[src/rtl/lccs_pkg.sv]
// Shared types and constants for the LED cube frame scanner.
// Used by the voxel store, the scan timer and the top level.
package lccs_pkg;

  // Cube geometry: four layers of 4x4 voxels
  localparam int EDGE       = 4;
  localparam int LAYER_W    = 2;
  localparam int WORD_W     = 16;
  localparam int BIT_IDX_W  = 4;
  localparam int TICK_W     = 8;

  // Request function codes
  localparam logic [1:0] FUNC_SET    = 2'd0;
  localparam logic [1:0] FUNC_GET    = 2'd1;
  localparam logic [1:0] FUNC_COMMIT = 2'd2;
  localparam logic [1:0] FUNC_TICK   = 2'd3;

  // Result kind codes
  localparam logic KIND_READ    = 1'b0;
  localparam logic KIND_REFRESH = 1'b1;

  // Reset value of the layer dwell time
  localparam logic [TICK_W-1:0] DWELL_TICKS_RST = 8'd2;

  // Decoded request, valid only in the cycle it executes
  typedef struct packed {
    logic set;
    logic get;
    logic commit;
    logic tick;
  } cmd_t;

endpackage

[src/rtl/lccs_voxel_store.sv]
// Drawing and display buffers of the LED cube frame scanner.
// Depends on lccs_pkg for geometry and the decoded request struct.
module lccs_voxel_store (
  input  logic                                clk,
  input  logic                                rst,
  input  lccs_pkg::cmd_t                      cmd,
  input  logic [lccs_pkg::LAYER_W-1:0]        voxel_layer,
  input  logic [lccs_pkg::BIT_IDX_W-1:0]      voxel_bit,
  input  logic                                voxel_value,
  input  logic [lccs_pkg::LAYER_W-1:0]        scan_layer,
  output logic                                read_bit,
  output logic [lccs_pkg::WORD_W-1:0]         scan_word
);
  import lccs_pkg::*;

  logic [WORD_W-1:0] draw_buffer    [EDGE];
  logic [WORD_W-1:0] display_buffer [EDGE];
  logic [WORD_W-1:0] draw_word;
  logic [WORD_W-1:0] bit_mask;

  // Select the addressed layer word and voxel
  assign draw_word = draw_buffer[voxel_layer];
  assign bit_mask  = WORD_W'(1) << voxel_bit;
  assign read_bit  = draw_word[voxel_bit];
  assign scan_word = display_buffer[scan_layer];

  // Write one voxel, or copy the whole drawing buffer on commit
  always_ff @(posedge clk) begin
    if (rst) begin
      for (int i = 0; i < EDGE; i++) begin
        draw_buffer[i]    <= '0;
        display_buffer[i] <= '0;
      end
    end else begin
      if (cmd.set) begin
        if (voxel_value) begin
          draw_buffer[voxel_layer] <= draw_word | bit_mask;
        end else begin
          draw_buffer[voxel_layer] <= draw_word & ~bit_mask;
        end
      end
      if (cmd.commit) begin
        for (int i = 0; i < EDGE; i++) begin
          display_buffer[i] <= draw_buffer[i];
        end
      end
    end
  end

endmodule

[src/rtl/lccs_scan_timer.sv]
// Layer dwell counter and active layer pointer of the LED cube frame scanner.
// Depends on lccs_pkg for widths and the decoded request struct.
module lccs_scan_timer (
  input  logic                            clk,
  input  logic                            rst,
  input  lccs_pkg::cmd_t                  cmd,
  input  logic [lccs_pkg::TICK_W-1:0]     dwell_ticks,
  output logic                            layer_switch,
  output logic [lccs_pkg::LAYER_W-1:0]    next_layer
);
  import lccs_pkg::*;

  logic [LAYER_W-1:0] active_layer;
  logic [TICK_W-1:0]  ticks_since_switch;
  logic [TICK_W-1:0]  ticks_next;

  // Count ticks, saturating at full scale
  assign ticks_next   = (ticks_since_switch == '1) ? ticks_since_switch
                                                   : ticks_since_switch + TICK_W'(1);
  assign layer_switch = (ticks_next >= dwell_ticks);
  assign next_layer   = active_layer + LAYER_W'(1);

  // Advance the layer once the dwell time is reached
  always_ff @(posedge clk) begin
    if (rst) begin
      active_layer       <= '0;
      ticks_since_switch <= '0;
    end else if (cmd.tick) begin
      if (layer_switch) begin
        active_layer       <= next_layer;
        ticks_since_switch <= '0;
      end else begin
        ticks_since_switch <= ticks_next;
      end
    end
  end

endmodule

[src/rtl/led_cube_frame_scanner_unit.sv]
// LED cube frame scanner: double-buffered 4x4x4 cube with layer scan.
// Instantiates lccs_voxel_store and lccs_scan_timer; depends on lccs_pkg.
//
// Usage:
//   Requests enter on in_valid/in_stall with func, coord_x, coord_y, coord_z
//   and lit. Set writes a voxel of the drawing buffer, get reads it back,
//   commit copies the drawing buffer to the display buffer, tick counts one
//   millisecond. When the ticks since the last switch reach dwell_ticks, the
//   scan moves to the next layer and emits its display word.
//   Results leave on out_valid/out_stall: a read answer (result_kind 0) or a
//   layer refresh (result_kind 1); set, commit and non-switching ticks give
//   no result. dwell_ticks is written through cfg_write_en/cfg_write_data;
//   the user must write it only while idle; the block does not enforce it.
// Timing:
//   A request is captured in the input register, then executes when the result
//   register can take it, writing the result register; for a read or a layer
//   switch, out_valid rises with that write.
//   One request per cycle is sustained while out_stall does not hold a result;
//   every request is one pass through the buffer and counter logic.
// Reset and stall:
//   rst clears both buffers, the layer pointer and the tick count, and sets
//   dwell_ticks to 2. While out_stall holds a result, the held request waits
//   in the input register and in_stall rises once that register is full.
module led_cube_frame_scanner_unit (
  input  logic                              clk,
  input  logic                              rst,
  input  logic                              in_valid,
  output logic                              in_stall,
  input  logic [1:0]                        func,
  input  logic [1:0]                        coord_x,
  input  logic [1:0]                        coord_y,
  input  logic [1:0]                        coord_z,
  input  logic                              lit,
  output logic                              out_valid,
  input  logic                              out_stall,
  output logic                              result_kind,
  output logic                              voxel_lit,
  output logic [lccs_pkg::LAYER_W-1:0]      layer_index,
  output logic [lccs_pkg::WORD_W-1:0]       layer_word,
  input  logic                              cfg_write_en,
  input  logic [lccs_pkg::TICK_W-1:0]       cfg_write_data
);
  import lccs_pkg::*;

  logic               req_valid;
  logic [1:0]         req_func;
  logic [1:0]         req_x;
  logic [1:0]         req_y;
  logic [1:0]         req_z;
  logic               req_lit;
  logic [TICK_W-1:0]  dwell_ticks;
  logic               advance;
  cmd_t               cmd;
  logic               read_bit;
  logic [WORD_W-1:0]  scan_word;
  logic               layer_switch;
  logic [LAYER_W-1:0] next_layer;
  logic               emit;

  // Execute the held request when the result register can take it
  assign advance  = !out_valid || !out_stall;
  assign in_stall = req_valid && !advance;

  // Decode the held request into single-cycle strobes
  always_comb begin
    cmd = '0;
    if (req_valid && advance) begin
      case (req_func)
        FUNC_SET:    cmd.set    = 1'b1;
        FUNC_GET:    cmd.get    = 1'b1;
        FUNC_COMMIT: cmd.commit = 1'b1;
        FUNC_TICK:   cmd.tick   = 1'b1;
        default:     cmd        = '0;
      endcase
    end
  end

  assign emit = cmd.get || (cmd.tick && layer_switch);

  // Hold the dwell time register
  always_ff @(posedge clk) begin
    if (rst) begin
      dwell_ticks <= DWELL_TICKS_RST;
    end else if (cfg_write_en) begin
      dwell_ticks <= cfg_write_data;
    end
  end

  // Capture an accepted request
  always_ff @(posedge clk) begin
    if (rst) begin
      req_valid <= 1'b0;
    end else if (!in_stall) begin
      req_valid <= in_valid;
    end
  end

  always_ff @(posedge clk) begin
    if (in_valid && !in_stall) begin
      req_func <= func;
      req_x    <= coord_x;
      req_y    <= coord_y;
      req_z    <= coord_z;
      req_lit  <= lit;
    end
  end

  lccs_voxel_store u_voxel_store (
    .clk         (clk),
    .rst         (rst),
    .cmd         (cmd),
    .voxel_layer (req_z),
    .voxel_bit   ({req_y, req_x}),
    .voxel_value (req_lit),
    .scan_layer  (next_layer),
    .read_bit    (read_bit),
    .scan_word   (scan_word)
  );

  lccs_scan_timer u_scan_timer (
    .clk          (clk),
    .rst          (rst),
    .cmd          (cmd),
    .dwell_ticks  (dwell_ticks),
    .layer_switch (layer_switch),
    .next_layer   (next_layer)
  );

  // Load or drain the result register
  always_ff @(posedge clk) begin
    if (rst) begin
      out_valid <= 1'b0;
    end else if (advance) begin
      out_valid <= emit;
    end
  end

  always_ff @(posedge clk) begin
    if (advance && emit) begin
      if (cmd.get) begin
        result_kind <= KIND_READ;
        voxel_lit   <= read_bit;
        layer_index <= '0;
        layer_word  <= '0;
      end else begin
        result_kind <= KIND_REFRESH;
        voxel_lit   <= 1'b0;
        layer_index <= next_layer;
        layer_word  <= scan_word;
      end
    end
  end

endmodule

[config.mk]
export PLATFORM = sky130hd
export DESIGN_NAME = led_cube_frame_scanner_unit
export DESIGN_NICKNAME = d
export VERILOG_FILES = /design/src/rtl/lccs_pkg.sv /design/src/rtl/lccs_voxel_store.sv /design/src/rtl/lccs_scan_timer.sv /design/src/rtl/led_cube_frame_scanner_unit.sv
export SDC_FILE = /design/constraint.sdc
export NUM_CORES = 1
export LEC_CHECK = 0
export BUFFER_PORTS_ARGS = -buffer_cell sky130_fd_sc_hd__buf_2
export CORE_ASPECT_RATIO = 2
export CORE_MARGIN = 2
export CORE_UTILIZATION = 50
export CTS_CLUSTER_DIAMETER = 80
export CTS_CLUSTER_SIZE = 14
export DETAILED_ROUTE_END_ITERATION = 7
export GPL_ROUTABILITY_DRIVEN = 0
export GPL_TIMING_DRIVEN = 0
export MAX_ROUTING_LAYER = met4
export PLACE_DENSITY = 0.64
export SKIP_CTS_REPAIR_TIMING = 1
export SYNTH_ARGS = -nofsm -noshare
export SYNTH_HDL_FRONTEND = slang
export SYNTH_SLANG_ARGS = --single-unit
[constraint.sdc]
create_clock -name clk -period 4.6 [get_ports clk]
set_clock_uncertainty 0.1 [all_clocks]
set_input_delay 0.23 -clock clk [delete_from_list [all_inputs] [get_ports clk]]
set_output_delay 0.23 -clock clk [all_outputs]
set_load 0.05 [all_outputs]
==> out/metrics.cfg, run 1 <==
[status]
outcome = finished, violations left
violations = hold timing

[synth]
syn_nets = 627
syn_area_um2 = 8320
avgSynthCellArea_um2 = 13.96
yosysTopAreaCellShare_pct = 56.66
ys_types = 41
synth_top_area_cell = edfxtp_1
synth_area_leaders = edfxtp_1 (57%), mux4_2 (10%), and2_1 (6.2%)
ys.warnings.count = 0
synth_flop_cell = edfxtp_1
synth_seq_cells = 179
syn_inst = 596
synthTopCellsByCount = edfxtp_1 (157), and2_1 (83), nor2_1 (72)
synth-seq-area-share_pct = 61.95
synthArstFlopShare_pct = 0
yosysMostFrequentCell = edfxtp_1
synth_edf_count = 157

[timing]
maxSlewViolCount = 0
worst_pin_slew_ns = 0.9784
period_share_pct = 89.36
setup-tns-final_ns = 0
max_freq_mhz = 243.3
timing.final.hold_violations = 1
report.final.setup_viol = 0
min_period_ns = 4.110
relSlewSlack_pct = 34.62
holdWs_ns = -0.01579
rsz0062_at_grt = no

[final_layout]
final_nets = 705
drive_gt1_share_pct = 19.80
syn_to_final_growth_pct = 14.20
antennaDiodeCount = 0

[die]
fp.dieArea_um2 = 17750
start_util_pct = 51.15
die_w_um = 95.22
fp.dieH_um = 186.4
fp-row-count = 66
io_pins = 44
core_um2 = 16270

[setup_path]
start_kind = flip-flop
required_ns = 4.48
cp_cell_sequence = ha_1, and2_1, clkbuf_1, nand4_1, xnor2_1, ha_1, nand2b_1, a21oi_1, o21ai_0, a21oi_1, nand2b_1, nand2_1
path_class = reg2reg
worstPathMaxFanout = 20
endpoint_kind = flip-flop
slowest_stage = nand2_1
cp_top_family = simple AND/OR/NAND/NOR gates
worstRegToRegCells = 12
critPathMaxStageDelay_ns = 0.52
cp.depth = 12
crit_arrival_ns = 3.99
cp_num_buf_inv = 1

[routing]
drtAntennaViolNets = 0
first_pass_iters = 5
drtIter0Drc = 306
drc = 0
met1_length_mm = 6.337
top_layer_used = met4
wl_per_cell_um = 20.75
drt_wl_total_mm = 18.49
dr_wl_met2_mm = 10.42
met3_length_um = 694
route.vias.total = 4992
via_per_inst = 5.603

[power]
p_leak_uw = 0.003608
total_power_uw = 3428
power.density_nw_per_um2 = 360.8
worst_ir_drop_vdd_uv = 219.5

[clock_tree]
cts_buffers = 17
cts-root-buf = clkbuf_16
tritoncts = yes
path_clk_slew_ns = 0.07
htreeDepth = 4
clk_latency_ns = 0.43
cts_sinks = 179
clk_path_buf_depth = 2

[flow_run]
cap_violations = 0

[global_route]
grt_pass1_wl_mm = 28.00
grt_max_degree = 47
grt_pass1_vias = 5195
globalRouteTotalUtil_pct = 22.44
grt_remaining_overflow = 0
antenna_found_initial = 0

[placed_design]
place_hpwl_mm = 14.01
io_buffer_count = 41

[min_path]
whs_path_depth = 3
hp-class = in2reg

registers in the layout (all words and copies together) (netlist names), 2 cells and up, named ones only:
| signal | count |
|---|---|
| u_voxel_store.display_buffer | 64 |
| u_voxel_store.draw_buffer | 64 |
| layer_word | 16 |
| dwell_ticks | 8 |
| u_scan_timer.ticks_since_switch | 8 |
| layer_index | 2 |
| req_func | 2 |
| req_x | 2 |
| req_y | 2 |
| req_z | 2 |
| u_scan_timer.active_layer | 2 |
tightest hold or removal path: stages:
cell and delay (ns):
buf_2 0.08, mux2i_1 0.06, nor2_1 0.09
where the power goes:
part	switching [uW]	internal, uW
registers	32.3	1830
logic	146	114
clock network	586	720
per-stage QoR:
step / util, % / area [um^2] / setup WS, ns / hold slack (ns) / std cells
finish: 58.41 / 9502 / 0.4896 / -0.01579 / 891
global route: 58.41 / 9502 / 0.1817 / 0.0001849 / 891
CTS: 57.36 / 9331 / 0.4359 / -0.1370 / 874
detailed placement: 54.11 / 8803 / 0.4583 / 0.3081 / 842
global placement: 53.98 / 8781 / 0.4952 / 0.3088 / 841
floorplan: - / 8320 / 1.351 / 0.2289 / 596
placed cells by master (no fill, tap or decap), drive strengths merged, types with 6 or more instances in the layout:
| cell type | synthesis | layout |
|---|---|---|
| nand2 | 34 | 34 |
| nor2 | 72 | 72 |
| dfxtp | 22 | 22 |
| mux4 | 45 | 45 |
| nand2b | 8 | 8 |
| edfxtp | 157 | 157 |
| mux2i | 10 | 10 |
| o21ai | 7 | 7 |
| buf | 11 | 53 |
| and2 | 83 | 83 |
| a22o | 6 | 6 |
| nor3 | 11 | 11 |
| clkbuf | 22 | 46 |
| clkinv | 0 | 7 |
| dlygate4sd3 | 0 | 17 |
| a21oi | 13 | 13 |
| ha | 9 | 9 |
| inv | 28 | 29 |
| mux2 | 18 | 18 |
path summary, 6_finish.rpt:
path / from / slack (ns) / endpoint
hold reg to reg: dwell_ticks[1] / 0.40 / dwell_ticks[1]
setup / recovery: u_scan_timer.ticks_since_switch[0] / 0.49 / layer_word[8]
hold / removal: cfg_write_data[3] / -0.02 / dwell_ticks[3]
setup reg to reg: u_scan_timer.ticks_since_switch[0] / 0.49 / layer_word[8]
per-layer routing:
layer,global-route usage (%),up-vias
met5,-,-
met4,13.43,0
met3,3.310,53
met2,40.11,170
met1,21.94,2430
li1,-,2339
cells by family (layout without fill, tap and decap cells):
kind of cell | after synthesis | in the layout | share of synthesized area, %
xor gates and xnor gates | 5 | 5 | 0.5263
muxes | 73 | 73 | 16.18
AOI/OAI and AO/OA | 37 | 37 | 2.827
DFF | 179 | 179 | 61.95
and+or+nand+nor | 232 | 232 | 14.15
adders and majority gates | 9 | 9 | 1.353
buffers and inverters | 61 | 152 | 3.008
final cells by class:
cell class                 instances  area [um^2]
fill                            1319         6766
sequential                       179         5155
multi-input combinational        356         2918
clock buffer                      24        471.7
timing repair buffer              59        395.4
tap                              204        255.2
buffer                            33        145.1
inverter                          28        105.1
clock inverter                     8        56.30
Note: power is estimated with default switching activity, not from simulation.
==> run 2: changes to the inputs <==
- CORE_MARGIN: 2 -> default
- SYNTH_HIERARCHICAL: default -> 1
==> run 2 against run 1 <==
The flow still finishes with violations (hold timing). Flip-flop and latch count fell by 2. Combinational power fell by 4%. Hold slack got worse by 0.018 ns. Wire length fell by 6.9%. Utilization rose by 0.91 points. Via count fell by 1.6%. Final area fell by 1.0%. Die area fell by 4.8%. Largest cell class unchanged.
==> out/metrics.cfg, run 2 <==
[placed_design]
pre_cts_ws_ns = 0.6063
io_buffer_count = 42
place_hpwl_mm = 12.93

[setup_path]
cp_cell_sequence = ha_1, nand2_1, a21oi_1, nand2_1, xnor2_1, ha_1, a21oi_1, o21ai_0, nor2_1, buf_2, inv_1, inv_1, a21o_1, a21oi_2, buf_8
path_class = reg2reg
start_kind = flip-flop
endpoint_kind = flip-flop
crit_arrival_ns = 4.03
required_ns = 4.63
worstPathMaxFanout = 13
critPathMaxStageDelay_ns = 0.44
slowest_stage = o21ai_0

[clock_tree]
tritoncts = yes
path_clk_slew_ns = 0.06
cts_buffers = 17
cts_sinks = 177
clk_latency_ns = 0.42
htreeDepth = 4
clk_path_buf_depth = 2
cts-root-buf = clkbuf_16

[final_layout]
antennaDiodeCount = 0
syn_to_final_growth_pct = 15.02
final_cell_mix = edfxtp_1 (157), nor2_1 (68), and2_1 (64)
final_nets = 711
final_common_cell = edfxtp_1
multi_input_area_um2 = 2786
drive_gt1_share_pct = 22.51
fillers = 1270
seqCellArea_um2 = 5115
largestRegisters = u_voxel_store/display_buffer: 64 flops, u_voxel_store/draw_buffer: 64 flops, layer_word: 16 flops

[routing]
wl_per_cell_um = 19.25
drtAntennaViolNets = 0
route.vias.total = 4914
drt_wl_total_mm = 17.21
first_pass_iters = 5
via_per_inst = 5.497
met1_length_mm = 5.770
drtIter0Drc = 240
dr_wl_met2_mm = 10.17
met3_length_um = 653
top_layer_used = met4
drc = 0

[global_route]
globalRouteTotalUtil_pct = 22.03
grt_pass1_wl_mm = 26.36
grt_remaining_overflow = 0
grt_max_degree = 65
antenna_found_initial = 0
grt_pass1_vias = 5138

[timing]
relSlewSlack_pct = 33.98
rsz0062_at_grt = no
min_period_ns = 4.006
period_share_pct = 87.08
max_freq_mhz = 249.6
timing.final.hold_violations = 1
setup-tns-final_ns = 0
report.final.setup_viol = 0
maxSlewViolCount = 0
worst_pin_slew_ns = 0.9896
setup_ws_ns = 0.5941
holdWs_ns = -0.03421

[synth]
syn_area_um2 = 8178
syn_nets = 632
ys.warnings.count = 6
syn_inst = 601
avgSynthCellArea_um2 = 13.61

[power]
power.density_nw_per_um2 = 368.5
p_leak_uw = 0.003567
worst_ir_drop_vdd_uv = 259.2

[min_path]
hp-class = in2reg

[die]
fp-row-count = 65
io_pins = 44
core_um2 = 15860
fp.dieH_um = 182.9
die_w_um = 92.43
start_util_pct = 51.57
fp.dieArea_um2 = 16900

[status]
outcome = finished, violations left
violations = hold timing

[flow_run]
cap_violations = 0

[run 2: cell count changes in the layout (fill, tap and decap cells not counted), sizes merged, moves of 5 or more]
cell | previous run | this run
a22o | 6 | 0
a311oi | 0 | 5
clkbuf | 46 | 57
clkinv | 7 | 2
inv | 29 | 34
mux4 | 45 | 32
nand3 | 5 | 12
nor3 | 11 | 3
nor4bb | 0 | 6
[run 2: per-layer routing]
layer | GRT usage, % | up-vias
li1 | - | 2342
met1 | 19.27 | 2361
met2 | 42.81 | 173
met3 | 4.312 | 38
met4 | 11.00 | 0
met5 | - | -
[run 2: final cells by class]
class                      instances  share of cell area (%)
multi-input combinational        355                   29.62
clock buffer                      26                   5.640
sequential                       177                   54.38
timing repair buffer              60                   4.203
tap                              201                   2.674
buffer                            39                   1.849
inverter                          30                   1.197
clock inverter                     6                  0.4389
[run 2: final timing paths]
path | startpoint | end | slack (ns) | depth (start not counted)
worst max-delay path | u_scan_timer/ticks_since_switch[0] | layer_index[1] | 0.59 | 15
worst min-delay path | cfg_write_data[5] | dwell_ticks[5] | -0.03 | 3
worst min register to register | dwell_ticks[3] | dwell_ticks[3] | 0.41 | 2
worst max register to register | u_scan_timer/ticks_since_switch[0] | layer_index[1] | 0.59 | 15
[run 2: worst max-delay path: cells and delay by family (launching register included)]
family / cells / cell delay, ns
AO/OA/AOI/OAI: 5 / 1.35
buffers and inverters: 4 / 0.55
adder cells (fa/ha/maj): 2 / 0.51
AND/OR/NAND/NOR: 3 / 0.48
flip-flops: 1 / 0.41
XOR/XNOR: 1 / 0.31
[run 2: metrics by stage]
step | instance area [um^2] | utilization, % | cells | power, uW | hold WS, ns
CTS | 9234 | 58.22 | 877 | 3489 | -0.1402
finish | 9407 | 59.31 | 894 | 3466 | -0.03421
global placement | 8640 | 54.48 | 844 | 2102 | 0.3061
floorplan | 8178 | - | 601 | 2035 | 0.2289
detailed placement | 8662 | 54.62 | 845 | 2113 | 0.3081
global route | 9407 | 59.31 | 894 | 3577 | 0.005183
[run 2: power breakdown]
| group | internal [uW] | total [uW] | switching (uW) |
|---|---|---|---|
| clock | 799 | 1380 | 577 |
| sequential | 1810 | 1840 | 25.7 |
| combinational | 106 | 250 | 145 |
| total | 2720 | 3470 | 748 |
